$ cat src/hw/rtl/csot_pkg.sv
// package for the current sense offset / trip unit: widths, constants, codes
// no dependencies; used by the top level and its checker
package csot_pkg;

	localparam int SAMPLE_COUNT = 64;
	localparam int AVG_SHIFT    = 6;
	localparam int CNT_W        = $clog2(SAMPLE_COUNT + 1);

	localparam int SAMPLE_W  = 10;
	localparam int SUM_W     = 16;
	localparam int LIMIT_W   = 15;
	localparam int GAIN_W    = 16;
	localparam int CUR_W     = 16;
	localparam int CFG_IDX_W = 2;
	localparam int CFG_DAT_W = 16;
	localparam int GAIN_FRAC = 10;

	localparam logic [SAMPLE_W-1:0] OFFSET_TOP = '1;

	localparam logic [LIMIT_W-1:0]  RST_OC_LIMIT = LIMIT_W'(10000);
	localparam logic [GAIN_W-1:0]   RST_GAIN     = GAIN_W'(50000);
	localparam logic [SAMPLE_W-1:0] RST_OFF_MIN  = SAMPLE_W'(400);
	localparam logic [SAMPLE_W-1:0] RST_OFF_MAX  = SAMPLE_W'(624);

	typedef enum logic [CFG_IDX_W-1:0] {
		REG_OC_LIMIT = 2'd0,
		REG_GAIN     = 2'd1,
		REG_OFF_MIN  = 2'd2,
		REG_OFF_MAX  = 2'd3
	} cfg_reg_t;

	typedef enum logic {
		ACT_CAL  = 1'b0,
		ACT_MEAS = 1'b1
	} action_t;

endpackage

$ cat src/hw/rtl/current_sense_offset_trip_unit.sv
// current sense offset calibration, scaling and overcurrent trip
// depends on csot_pkg
//
// usage:
//   input channel (in_valid/in_ready): one beat per adc sample, tagged by
//   action as a calibration or a measurement sample, plus powered_up
//   output channel (out_valid/out_ready): one result beat per input beat,
//   in order: current_ma, cal_done and the offset / trip / fault status
//   after that sample
//   config channel (cfg_valid/cfg_ready): register index and data, always
//   ready; write only while no sample is in flight
// latency: 2 cycles from input beat to result beat (input register, then
//   result register); one 11x17 multiply and its compares sit between them
// throughput: 1 beat per cycle, with out_ready held high
// stall: when out_ready is low the result register holds; one more beat
//   is taken into the input register, then in_ready drops until the
//   result is taken
// reset: clears both stages, the running sum and the latches, reloads the
//   countdown and puts the config registers at their defaults
module current_sense_offset_trip_unit
	import csot_pkg::*;
(
	input  logic                       clk,
	input  logic                       arst_n,
	// sample channel
	input  logic                       in_valid,
	output logic                       in_ready,
	input  logic                       action,
	input  logic [SAMPLE_W-1:0]        sample,
	input  logic                       powered_up,
	// result channel
	output logic                       out_valid,
	input  logic                       out_ready,
	output logic signed [CUR_W-1:0]    current_ma,
	output logic                       cal_done,
	output logic [SAMPLE_W-1:0]        offset_code,
	output logic                       overcurrent_flag,
	output logic                       offset_fault,
	// config channel
	input  logic                       cfg_valid,
	output logic                       cfg_ready,
	input  logic [CFG_IDX_W-1:0]       cfg_index,
	input  logic [CFG_DAT_W-1:0]       cfg_data
);

	// config registers
	logic [LIMIT_W-1:0]  oc_limit_q;
	logic [GAIN_W-1:0]   gain_q;
	logic [SAMPLE_W-1:0] off_min_q;
	logic [SAMPLE_W-1:0] off_max_q;

	// calibration and trip state
	logic [SUM_W-1:0]    sum_q;
	logic [CNT_W-1:0]    cnt_q;
	logic [SAMPLE_W-1:0] offset_q;
	logic                trip_q;
	logic                fault_q;

	// input stage
	logic                valid_s1;
	action_t             action_s1;
	logic [SAMPLE_W-1:0] sample_s1;
	logic                pwr_s1;

	// result stage
	logic                    valid_s2;
	logic signed [CUR_W-1:0] cur_s2;
	logic                    done_s2;

	logic advance;
	logic take_in;

	// stage 1 moves on when the result register is free or being emptied
	assign advance   = valid_s1 && (!valid_s2 || out_ready);
	assign in_ready  = !valid_s1 || advance;
	assign take_in   = in_valid && in_ready;
	assign cfg_ready = 1'b1;

	// ---------------- calibration path ----------------
	logic [SUM_W-1:0] avg;
	logic             cal_close;
	logic [SUM_W-1:0] sum_add;
	logic [SAMPLE_W-1:0] avg_sat;
	logic             win_bad;

	assign avg       = sum_q >> AVG_SHIFT;
	assign cal_close = (cnt_q == '0);
	assign sum_add   = sum_q + {{(SUM_W-SAMPLE_W){1'b0}}, sample_s1};
	// average above the 10-bit range pins the offset at full scale
	assign avg_sat   = (avg > {{(SUM_W-SAMPLE_W){1'b0}}, OFFSET_TOP}) ?
		OFFSET_TOP : avg[SAMPLE_W-1:0];
	// window test uses the unsaturated average; an inverted window always fails
	assign win_bad   = (avg < {{(SUM_W-SAMPLE_W){1'b0}}, off_min_q}) ||
		(avg > {{(SUM_W-SAMPLE_W){1'b0}}, off_max_q});

	// ---------------- measurement path ----------------
	localparam int DIFF_W = SAMPLE_W + 1;
	localparam int PROD_W = DIFF_W + GAIN_W + 1;
	localparam int SHR_W  = PROD_W - GAIN_FRAC;
	localparam int CMP_W  = CUR_W + 2;

	logic signed [DIFF_W-1:0] diff;
	logic signed [PROD_W-1:0] prod;
	logic signed [SHR_W-1:0]  shr;
	logic signed [CUR_W-1:0]  cur_sat;
	logic [CUR_W-1:0]         lim;
	logic signed [CMP_W-1:0]  cur_ext;
	logic signed [CMP_W-1:0]  lim_ext;
	logic                     trip_hit;

	localparam logic signed [SHR_W-1:0] CUR_HI = SHR_W'((1 << (CUR_W - 1)) - 1);
	localparam logic signed [SHR_W-1:0] CUR_LO = -SHR_W'(1 << (CUR_W - 1));

	assign diff = $signed({1'b0, sample_s1}) - $signed({1'b0, offset_q});
	assign prod = diff * $signed({1'b0, gain_q});
	// dropping the low bits of a two's complement value is a floor shift
	assign shr  = $signed(prod[PROD_W-1:GAIN_FRAC]);

	always_comb begin
		if (shr > CUR_HI) begin
			cur_sat = {1'b0, {(CUR_W-1){1'b1}}};
		end else if (shr < CUR_LO) begin
			cur_sat = {1'b1, {(CUR_W-1){1'b0}}};
		end else begin
			cur_sat = shr[CUR_W-1:0];
		end
	end

	// limit is offset plus margin at full width, tested against +/- lim
	assign lim      = {{(CUR_W-SAMPLE_W){1'b0}}, offset_q} + {1'b0, oc_limit_q};
	assign cur_ext  = {{(CMP_W-CUR_W){cur_sat[CUR_W-1]}}, cur_sat};
	assign lim_ext  = $signed({{(CMP_W-CUR_W){1'b0}}, lim});
	assign trip_hit = pwr_s1 && ((cur_ext > lim_ext) || (cur_ext < -lim_ext));

	// ---------------- config registers ----------------
	always_ff @(posedge clk or negedge arst_n) begin
		if (!arst_n) begin
			oc_limit_q <= RST_OC_LIMIT;
			gain_q     <= RST_GAIN;
			off_min_q  <= RST_OFF_MIN;
			off_max_q  <= RST_OFF_MAX;
		end else if (cfg_valid && cfg_ready) begin
			case (cfg_reg_t'(cfg_index))
				REG_OC_LIMIT: oc_limit_q <= cfg_data[LIMIT_W-1:0];
				REG_GAIN:     gain_q     <= cfg_data[GAIN_W-1:0];
				REG_OFF_MIN:  off_min_q  <= cfg_data[SAMPLE_W-1:0];
				REG_OFF_MAX:  off_max_q  <= cfg_data[SAMPLE_W-1:0];
				default:      ;
			endcase
		end
	end

	// ---------------- pipeline control ----------------
	always_ff @(posedge clk or negedge arst_n) begin
		if (!arst_n) begin
			valid_s1 <= 1'b0;
			valid_s2 <= 1'b0;
		end else begin
			if (in_ready) begin
				valid_s1 <= in_valid;
			end
			if (advance) begin
				valid_s2 <= 1'b1;
			end else if (out_ready) begin
				valid_s2 <= 1'b0;
			end
		end
	end

	// input register payload
	always_ff @(posedge clk) begin
		if (take_in) begin
			action_s1 <= action_t'(action);
			sample_s1 <= sample;
			pwr_s1    <= powered_up;
		end
	end

	// result register payload
	always_ff @(posedge clk) begin
		if (advance) begin
			if (action_s1 == ACT_MEAS) begin
				cur_s2  <= cur_sat;
				done_s2 <= 1'b0;
			end else begin
				cur_s2  <= '0;
				done_s2 <= cal_close;
			end
		end
	end

	// ---------------- calibration / trip state ----------------
	// state moves only together with the result register, so the status
	// outputs below stay stable while a result waits
	always_ff @(posedge clk or negedge arst_n) begin
		if (!arst_n) begin
			sum_q    <= '0;
			cnt_q    <= CNT_W'(SAMPLE_COUNT);
			offset_q <= '0;
			trip_q   <= 1'b0;
			fault_q  <= 1'b0;
		end else if (advance) begin
			if (action_s1 == ACT_CAL) begin
				if (cal_close) begin
					// round closed: this sample is dropped
					offset_q <= avg_sat;
					sum_q    <= '0;
					cnt_q    <= CNT_W'(SAMPLE_COUNT);
					if (win_bad) begin
						fault_q <= 1'b1;
					end
				end else begin
					sum_q <= sum_add;
					cnt_q <= cnt_q - CNT_W'(1);
				end
			end else if (trip_hit) begin
				trip_q <= 1'b1;
			end
		end
	end

	assign out_valid        = valid_s2;
	assign current_ma       = cur_s2;
	assign cal_done         = done_s2;
	assign offset_code      = offset_q;
	assign overcurrent_flag = trip_q;
	assign offset_fault     = fault_q;

endmodule

$ cat config.mk
export PLATFORM = sky130hd
export DESIGN_NAME = current_sense_offset_trip_unit
export DESIGN_NICKNAME = d
export VERILOG_FILES = /design/src/hw/rtl/csot_pkg.sv /design/src/hw/rtl/current_sense_offset_trip_unit.sv
export SDC_FILE = /design/constraint.sdc
export NUM_CORES = 1
export LEC_CHECK = 0
export BUFFER_PORTS_ARGS = -buffer_cell sky130_fd_sc_hd__buf_2
export CAP_MARGIN = 20
export CELL_PAD_IN_SITES_DETAIL_PLACEMENT = 0
export CELL_PAD_IN_SITES_GLOBAL_PLACEMENT = 1
export CORE_MARGIN = 1
export CORE_UTILIZATION = 45
export CTS_CLUSTER_SIZE = 25
export DETAILED_ROUTE_END_ITERATION = 7
export HOLD_SLACK_MARGIN = 0.03
export PLACE_DENSITY_LB_ADDON = 0.25
export SETUP_SLACK_MARGIN = 0.2
export SLEW_MARGIN = 20
export SYNTH_ARGS = -nofsm -noshare
export SYNTH_HDL_FRONTEND = slang
export SYNTH_SLANG_ARGS = --single-unit
$ cat constraint.sdc
create_clock -name clk -period 8.5 [get_ports clk]
set_clock_uncertainty 0.1 [all_clocks]
set_input_delay 0.425 -clock clk [delete_from_list [all_inputs] [get_ports clk]]
set_output_delay 0.425 -clock clk [all_outputs]
set_load 0.03 [all_outputs]
# Word-level counts from Yosys, hierarchy flattened
# Cells that the tools add are included.
[classes]
n_addsub = 5
reduce_logical = 20
muxes = 7
eq_ne = 3
magnitude_cmp = 7
mul = 1
bitwise = 1
[ops]
columns = ["cell", "n"]
rows = [
  ["16-bit 2-to-1 mux", 3],
  ["11-bit by 17-bit multiplier with 28-bit output", 1],
  ["18-bit by 16-bit > comparator with 1-bit output, second input constant", 1],
  ["16-bit by 18-bit < comparator with 1-bit output", 1],
  ["18-bit by 16-bit < comparator with 1-bit output, second input constant", 1],
  ["16-bit negator with 18-bit output", 1],
  ["16-bit by 17-bit > comparator with 1-bit output", 1],
  ["10-bit by 15-bit adder with 16-bit output", 1],
  ["16-bit by 10-bit adder with 16-bit output", 1],
  ["10-bit by 10-bit subtractor with 11-bit output", 1],
  ["10-bit > comparator", 1],
  ["10-bit > comparator, second input constant", 1],
  ["10-bit < comparator", 1],
  ["10-bit 2-to-1 mux", 1],
  ["2-bit AND reduction", 5],
  ["7-bit logical NOT", 1],
  ["7-bit 2-to-1 mux", 1],
  ["7-bit by 1-bit subtractor with 7-bit output, second input constant", 1],
  ["3-bit AND reduction", 2],
  ["2-bit equality test, second input constant", 2],
  ["1-bit logical OR", 4],
  ["4-bit AND reduction", 1],
  ["1-bit logical AND", 3],
  ["2-bit by 1-bit equality test with 1-bit output, second input constant", 1],
  ["other kinds (5)", 7],
]
[word_totals]
ff_bits = 117
output_inout_bits = 32
inputBits = 35

# Logic depth before layout (Yosys ltp)
# Gate-level depths: netlist of run 1.
[logic_depth]
ltp_word = 9
ltp_mapped = 47
depth_no_buf = 46

# Worst setup path before layout of run 1
# Ideal clock, no wire load.
[synth_path]
path_type = "reg-to-reg"
from = "register offset_q[1] (netlist: offset_code[1])"
to = "register trip_q (netlist: overcurrent_flag)"
stages_incl_launch_ff = 46
path_buffers = 2
synth_period_minus_slack_ps = 9658
arrival_time_ps = 9487
path_slack_ps = -1158
cell_sequence = "dfrtp_1 -> inv_1 -> ha_1 -> nor2b_1 -> o21ai_0 -> a21boi_0 -> o21ai_0 -> a21boi_0 -> o21ai_0 -> nand2_1 -> and4_1 -> or3_1 -> clkbuf_1 -> and2_1 -> fa_1 -> inv_1 -> fa_1 -> fa_1 -> [... 10 more ...] -> a21oi_1 -> xor2_1 -> inv_2 -> a31o_2 -> buf_2 -> nand2_1 -> nand2_1 -> ha_1 -> a21o_1 -> a21o_1 -> a21o_1 -> a21o_1 -> a21oi_1 -> nor3b_1 -> nor4_1 -> nand2_1 -> a211o_1 -> nand4_1"
[synth_between]
elab_chain_cells = 9
elab_cells_between_ends = 13
cone_classes = "add/sub (3); mul (1); order compare (4); mux (2); reduce/logical (3)"
[synth_lines]
columns = ["element", "line", "text"]
rows = [
  ["start: declaration", "current_sense_offset_trip_unit.sv:55", "logic [SAMPLE_W-1:0] offset_q;"],
  ["start signal: assignment", "current_sense_offset_trip_unit.sv:206", "offset_q <= avg_sat;"],
  ["10-bit by 10-bit subtractor with 11-bit output (*)", "current_sense_offset_trip_unit.sv:114", "assign diff = $signed({1'b0, sample_s1}) - $signed({1'b0, offset_q});"],
  ["11-bit by 17-bit multiplier with 28-bit output (*)", "current_sense_offset_trip_unit.sv:115", "assign prod = diff * $signed({1'b0, gain_q});"],
  ["18-bit by 16-bit < comparator with 1-bit output", "current_sense_offset_trip_unit.sv:122", "end else if (shr < CUR_LO) begin"],
  ["16-bit 2-to-1 mux", "current_sense_offset_trip_unit.sv:122", ""],
  ["16-bit 2-to-1 mux (*)", "current_sense_offset_trip_unit.sv:120", "if (shr > CUR_HI) begin"],
  ["via cur_sat[15]", "current_sense_offset_trip_unit.sv:105", "logic signed [CUR_W-1:0] cur_sat;"],
  ["16-bit by 18-bit < comparator with 1-bit output or 16-bit by 17-bit > comparator with 1-bit output (tied branches)", "current_sense_offset_trip_unit.sv:133", "assign trip_hit = pwr_s1 && ((cur_ext > lim_ext) || (cur_ext < -lim_ext));"],
  ["1-bit logical OR (*)", "current_sense_offset_trip_unit.sv:133", ""],
  ["1-bit logical AND (*)", "current_sense_offset_trip_unit.sv:133", ""],
  ["3-bit AND reduction (no source line) (*)", "-", ""],
  ["end signal: assignment", "current_sense_offset_trip_unit.sv:200", "trip_q <= 1'b0;"],
  ["end signal: assignment", "current_sense_offset_trip_unit.sv:217", "trip_q <= 1'b1;"],
  ["end: declaration", "current_sense_offset_trip_unit.sv:56", "logic trip_q;"],
]
# Mark *: on every way through the listed nets, which the timed path passes. The rest lies on a longest branch.
# A chain may end at the register's enable or synchronous reset.

# Final worst setup path of run 1
[layout_path]
from = "register sample_s1[0]"
to = "register trip_q (netlist: overcurrent_flag)"
[layout_between]
elab_chain_cells = 9
elab_cells_between_ends = 11
cone_classes = "add/sub (1); mul (1); order compare (4); mux (2); reduce/logical (3)"
[layout_lines]
columns = ["element", "line", "text"]
rows = [
  ["start: declaration", "current_sense_offset_trip_unit.sv:62", "logic [SAMPLE_W-1:0] sample_s1;"],
  ["start signal: assignment", "current_sense_offset_trip_unit.sv:174", "sample_s1 <= sample;"],
  ["10-bit by 10-bit subtractor with 11-bit output (*)", "current_sense_offset_trip_unit.sv:114", ""],
  ["11-bit by 17-bit multiplier with 28-bit output (*)", "current_sense_offset_trip_unit.sv:115", ""],
  ["18-bit by 16-bit < comparator with 1-bit output", "current_sense_offset_trip_unit.sv:122", ""],
  ["16-bit 2-to-1 mux", "current_sense_offset_trip_unit.sv:122", ""],
  ["16-bit 2-to-1 mux (*)", "current_sense_offset_trip_unit.sv:120", ""],
  ["via cur_sat[11]", "current_sense_offset_trip_unit.sv:105", ""],
  ["16-bit by 18-bit < comparator with 1-bit output or 16-bit by 17-bit > comparator with 1-bit output (tied branches)", "current_sense_offset_trip_unit.sv:133", ""],
  ["1-bit logical OR (*)", "current_sense_offset_trip_unit.sv:133", ""],
  ["1-bit logical AND (*)", "current_sense_offset_trip_unit.sv:133", ""],
  ["3-bit AND reduction (no source line) (*)", "-", ""],
]
# Marked as above.

==> results of run 1 <==
## routing by layer
layer  vias up  global-route usage  share of wire
met5         -                   0              0
met2       225               0.435           0.50
li1       5025                   -              -
met4         0              0.0553          0.010
met3        26              0.0243          0.035
met1      5246               0.340           0.46
## metrics by stage
stage | cells | worst slack (ns)
CTS | 1995 | -0.276
floorplan | 1406 | -0.217
finish | 1997 | -0.432
global route | 1997 | -0.765
global placement | 1947 | -0.481
detailed placement | 1947 | -0.636
## cell type report
class / instances / area (um2) / share of cell area
multi-input cells: 1024 / 9640 / 0.594
flip-flops and latches: 117 / 3100 / 0.191
repair buffers: 217 / 1550 / 0.0957
inverters: 223 / 837 / 0.0516
well taps: 384 / 480 / 0.0296
clock buffers: 22 / 454 / 0.0280
clock inverters: 10 / 155 / 0.00956
## placed cells by master, fill, tap and decap left out, types with 6 or more instances in the layout
master and n:
a211oi_1 6, a21o_1 26, a21oi_1 45, a21oi_2 9
a31oi_1 6, and2_1 83, and3_1 8, buf_2 64
buf_4 142, clkbuf_16 17, dfrtp_1 67, dfstp_2 19
edfxtp_1 29, fa_1 120, fa_2 7, ha_1 143
ha_4 17, inv_1 210, inv_2 13, mux2_2 52
nand2_1 151, nand2b_1 12, nand3_1 14, nand4_1 14
nor2_1 40, nor2b_1 18, nor3_1 13, o21a_1 10
o21ai_0 45, o21ai_1 9, o31ai_1 6, xnor2_1 29
xor2_1 27
## cell usage after synthesis (4+ instances only)
cell	count	share of area
xnor2_1	30	0.020
a211oi_1	7	0.0040
fa_1	127	0.19
nor3b_1	4	0.0023
dfrtp_1	69	0.13
a31oi_1	8	0.0038
or3_1	6	0.0028
o31ai_1	6	0.0034
nand2b_1	13	0.0062
and3_1	10	0.0047
nor2b_1	19	0.0090
nand4_1	14	0.0066
clkbuf_1	38	0.011
nand2_1	155	0.044
o211ai_1	4	0.0023
a21oi_1	54	0.020
o21ai_0	54	0.020
and4_1	4	0.0027
nand3_1	14	0.0053
ha_1	161	0.15
a21o_1	27	0.015
and2_1	86	0.041
nor2_1	48	0.014
o21a_1	10	0.0057
nor3_1	13	0.0049
edfxtp_1	29	0.066
dfstp_2	19	0.038
mux2_2	52	0.044
nand3b_1	5	0.0028
a21boi_0	5	0.0028
or2_2	8	0.0038
nor4_1	4	0.0019
xor2_1	28	0.019
inv_1	222	0.063
a22o_1	4	0.0027
## worst max path at each step
stage / start / end / slack, ns / cells after the start
final: sample_s1[0] / overcurrent_flag / -0.43 / 43
after global routing: sample_s1[1] / overcurrent_flag / -0.77 / 42
after CTS: sample_s1[1] / overcurrent_flag / -0.28 / 41
after detailed placement: sample_s1[0] / overcurrent_flag / -0.64 / 45
after global placement: sample_s1[0] / overcurrent_flag / -0.48 / 44
after floorplan: offset_code[0] / overcurrent_flag / -0.22 / 44
## registers in the layout (all words and copies together), names as in the netlist
signal and cells:
action_s1 1, cal_done 1, cnt_q 7, current_ma 16, gain_q 16, oc_limit_q 15, off_max_q 10, off_min_q 10
offset_code 10, offset_fault 1, out_valid 1, overcurrent_flag 1, pwr_s1 1, sample_s1 10, sum_q 16, valid_s1 1
## timing repair
item,in CTS,in global routing
setup buffers,14,1
setup endpoints to repair,1,4
hold endpoints to repair,14,0
resized for setup,49,12
pin swaps,46,15
gates cloned,1,0
hold buffers,1,0
## kinds of logic (layout without fill, tap and decap cells)
group	Yosys count	count (layout)	share of synthesized area
simple gates	411	412	0.156
buf+inv	266	472	0.0771
xor+xnor	58	58	0.0385
other cells	1	1	0.000284
fa+ha+maj	288	288	0.345
flops	117	117	0.235
compound gates	211	211	0.102
mux	54	54	0.0459
==> metrics.cfg, run 1 <==
[timing]
finalCriticalPeriod_ns=8.93
rsz0062_at_grt=true
finalSetupTns_ns=-0.432
clock.fmax_ghz=0.112
setup_viol=1
setup_ws_ns=-0.432
hold_viol_final=0
maxSlewHeadroom=0.336
hold_slack_ns=0.0827
finalCritPeriodShare=1.05
slew_violations=0
tightest_slew_ns=0.996

[worst_setup_path]
startpoint_type=register
path_class=register to register
crit_top_cell=a21o_1
r2r_cells=43
worst-path-max-fanout=8
cpLargestDelayFamily=adder cells
cp_num_buf_inv=5
critPathMaxStageDelay_ns=0.54
arrival_ns=9.18
worst_setup_path_end_kind=register
required_ns=8.74
cp_slowest_cell=fa_1
regToRegSetupSlack_ns=-0.43
r2r-start=sample_s1[0]
r2r_end=overcurrent_flag

[job]
max_cap_violations=0

[layout]
nets=1923
drive_gt1_frac=0.261
fin_util=0.564
final_area_mm2=0.0162
syn2layout_area_growth_pct=22.9
fill_cells=2583
diodes=0

[synthesis]
synthFlopType=dfrtp_1
ys_seq_area_frac=0.235
async_flop_share=0.752
netlist_area_mm2=0.0132
synth_nets=1729
syn_area_per_cell_um2=9.39
synth_edf_count=29
yosys_warnings=0
synth.distinct_cells=68
syn_inst=1406
synth_seq_cells=117

[cts]
cts.sinks=117
clk_pin_slew_ns=0.06
cts-root-buf=clkbuf_16
htree_num_levels=4
clock_path_buffers=2
clk_latency_ns=0.42
cts_tree=done
cts_made_buffers=17

[hold_path]
min-delay-start=powered_up
min_path_type=primary input to register
whs_path_depth=1
worstHoldEndpoint=pwr_s1

[floorplan]
core_mm2=0.0288
die_h_um=173
ios=67
die_width_um=173
rows=62
initial_core_util=0.459
die-area_mm2=0.0300

[outcome]
violations=setup timing
status=complete, but fails checks

[routing]
ant_nets=0
drt_iter0_markers=614
via_per_inst=5.27
dr_total_vias=10522
first_pass_iters=7
wl_per_cell_um=18.0
totalWireLength_mm=36.0
drc_errors=0

[placement]
gp_congestion=0.881
port-buffer-count=65
dpl.hpwl_mm=28.1
placed_area_mm2=0.0152

[global_route]
grt_max_degree=75
grt_pass1_wl_mm=58.8
grtUsageTotal=0.251
overflow=0
grt_pass1_vias=10976
antenna_found_initial=0

Power of run 1 is left out: the tool's default activity adds up to more than one toggle a clock period on the data nets, which glitch-free logic cannot reach.
==> run 2: changes to the inputs <==
--- a/config.mk
+++ b/config.mk
@@ -5,12 +5,13 @@
 export SDC_FILE = /design/constraint.sdc
 export NUM_CORES = 1
 export LEC_CHECK = 0
+export ABC_AREA = 1
 export BUFFER_PORTS_ARGS = -buffer_cell sky130_fd_sc_hd__buf_2
 export CAP_MARGIN = 20
 export CELL_PAD_IN_SITES_DETAIL_PLACEMENT = 0
 export CELL_PAD_IN_SITES_GLOBAL_PLACEMENT = 1
 export CORE_MARGIN = 1
-export CORE_UTILIZATION = 45
+export CORE_UTILIZATION = 43
 export CTS_CLUSTER_SIZE = 25
 export DETAILED_ROUTE_END_ITERATION = 7
 export HOLD_SLACK_MARGIN = 0.03
==> metrics.cfg, run 2 <==
[synthesis]
synth_seq_cells=117  ; unchanged
synth.top_cells.by_count=383 x nand2_1, 362 x inv_1, 161 x ha_1
synth.distinct_cells=57  ; -16%
synth_top_area_cell=fa_1
synthFlopType=dfrtp_1
yosys_warnings=0  ; unchanged
synthTopCellsByArea=fa_1 19%, ha_1 15%, dfrtp_1 13%
netlist_area_mm2=0.0133  ; +0.93%
synth_edf_count=29  ; unchanged
yosysMostFrequentCell=nand2_1
syn_area_per_cell_um2=7.97  ; -15%
synth_top_area_frac=0.191  ; -0.00177
async_flop_share=0.752  ; unchanged
syn_inst=1672  ; +19%
synth_nets=1995  ; +15%
ys_seq_area_frac=0.232  ; -0.00216

[cts]
cts-root-buf=clkbuf_16
cts_tree=done
clk_pin_slew_ns=0.07  ; about the same
htree_num_levels=4  ; unchanged
clock_path_buffers=2  ; unchanged
cts.sinks=117  ; unchanged
cts_made_buffers=17  ; unchanged
clk_latency_ns=0.43  ; about the same

[timing]
finalCriticalPeriod_ns=8.41  ; -0.518 ns
hold_slack_ns=0.0688  ; -0.0139 ns
maxSlewHeadroom=0.331  ; -0.00566
hold_viol_final=0  ; unchanged
setup_viol=0  ; -1
clock.fmax_ghz=0.119  ; +6.2%
rsz0062_at_grt=true
slew_violations=0  ; unchanged
setup_ws_ns=0.0856  ; +0.518 ns
finalCritPeriodShare=0.990  ; -0.0609
tightest_slew_ns=1.00  ; +0.00569 ns

[layout]
mostFrequentLayoutCell=nand2_1
fill_cells=2916  ; +13%
drive_gt1_frac=0.166  ; -0.0949
diodes=0  ; unchanged
nets=2110  ; +9.7%
syn2layout_area_growth_pct=16.8
instances_no_fill=2196  ; +10%
final_cell_mix=368 x nand2_1, 358 x inv_1, 148 x ha_1
final_area_mm2=0.0156  ; -4.0%

[global_route]
grt_pass1_vias=10795  ; -1.6%
grtUsageTotal=0.237  ; -0.0143
antenna_found_initial=0  ; unchanged
overflow=0  ; unchanged
grt_max_degree=55  ; -27%
grt_pass1_wl_mm=57.1  ; -2.7%

[placement]
dpl.hpwl_mm=28.7  ; +2.2%
place_inst=2150  ; +10%
gp_congestion=0.931  ; +5.6%
place_ws_ns=-0.165  ; +0.471 ns
port-buffer-count=65  ; unchanged
placed_area_mm2=0.0145  ; -4.8%

[routing]
wl_per_cell_um=16.0  ; -11%
wl_met1_mm=16.8  ; +2.2%
drc_errors=0  ; unchanged
dr_total_vias=10702  ; +1.7%
ant_nets=0  ; unchanged
first_pass_iters=5  ; -2
drt_iter0_markers=630  ; +2.6%
via_per_inst=4.87  ; -7.5%
met3WireLength_mm=1.15  ; -7.8%
dr_wl_met2_mm=16.4  ; -8.8%
totalWireLength_mm=35.1  ; -2.5%
top_layer=met4

[floorplan]
die_width_um=178  ; +2.7%
rows=64  ; +3.2%
ios=67  ; unchanged
core_mm2=0.0305  ; +6.0%
die-area_mm2=0.0317  ; +5.6%
die_h_um=178  ; +2.7%
initial_core_util=0.437  ; -0.0220

[hold_path]
min_path_type=primary input to register

[worst_setup_path]
startpoint_type=register
path_class=register to register
critPathMaxStageDelay_ns=0.55  ; about the same
crit_top_cell=nand2_1
arrival_ns=8.63  ; -0.55 ns
regToRegSetupSlack_ns=0.09  ; +0.52 ns
required_ns=8.72  ; -0.02 ns
worst_setup_path_end_kind=register
worst-path-max-fanout=8  ; unchanged
cp_slowest_cell=fa_1

[job]
max_cap_violations=0  ; unchanged

[outcome]
status=complete, no violations

==> run 2: changes by cell type in the layout (fill, tap and decap cells not counted), sizes merged, moves of 13 or more <==
cell	change
a21o	-21
a21oi	+24
and2	-88
buf	-83
inv	+149
mux2	-52
nand2	+240
nand2b	-13
nand3	+20
nor2	+105
nor2b	-19
o21ai	+25
xnor2	-14
==> run 2: stage by stage <==
| stage | setup TNS, ns | utilization |
|---|---|---|
| floorplan | 0 | - |
| global placement | -0.100 | 0.475 |
| detailed placement | -0.165 | 0.475 |
| CTS | 0 | 0.509 |
| global route | -0.502 | 0.510 |
| finish | 0 | 0.510 |
==> run 2: final timing paths <==
check | startpoint | to | cells after the start
worst max-delay path | sample_s1[0] | overcurrent_flag | 54
worst min-delay path | sample[3] | sample_s1[3] | 1
worst max register to register | sample_s1[0] | overcurrent_flag | 54
worst min register to register | offset_fault | offset_fault | 1
max in group asynchronous | arst_n | offset_code[0] | 3
min in group asynchronous | arst_n | cnt_q[2] | 2
==> run 2: what timing repair did <==
item,in CTS,in global routing
hold endpoints to repair,29,0
buffers inserted,10,3
gates resized for setup,69,5
hold buffers,1,0
setup endpoints to repair,1,1
pin swaps,32,9
==> run 2: cells by family (layout without fill, tap and decap cells) <==
family	after synthesis	after routing	synth area share
flip-flops	117	117	0.232
other	1	1	0.000281
AO/OA/AOI/OAI	201	201	0.0866
adder cells (fa/ha/maj)	288	288	0.342
AND/OR/NAND/NOR	621	621	0.192
buffers and inverters	404	532	0.115
XOR/XNOR	40	40	0.0325
==> run 2: area by class of cell <==
| cell class | instances | area [um2] | share of cell area |
|---|---|---|---|
| timing repair buffer | 134 | 901 | 0.0579 |
| inverter | 366 | 1380 | 0.0887 |
| multi-input combinational | 1151 | 9070 | 0.583 |
| clock buffer | 17 | 425 | 0.0273 |
| tap | 396 | 495 | 0.0318 |
| clock inverter | 15 | 190 | 0.0122 |
| sequential | 117 | 3100 | 0.199 |
==> run 2: worst max-delay path: cells and delay by family (launching register included) <==
family / cells / cell delay, ns
DFF: 1 / 0.38
adders and majority gates: 9 / 3.47
buffers and inverters: 8 / 0.73
AOI/OAI and AO/OA: 14 / 1.79
and+or+nand+nor: 23 / 1.80
==> run 2: layer usage <==
metal | up-vias | GRT usage
met2 | 220 | 0.392
met4 | 0 | 0.0655
met1 | 5057 | 0.327
li1 | 5384 | -
met3 | 41 | 0.0262
met5 | - | 0
Power of run 2 is left out for the same reason.
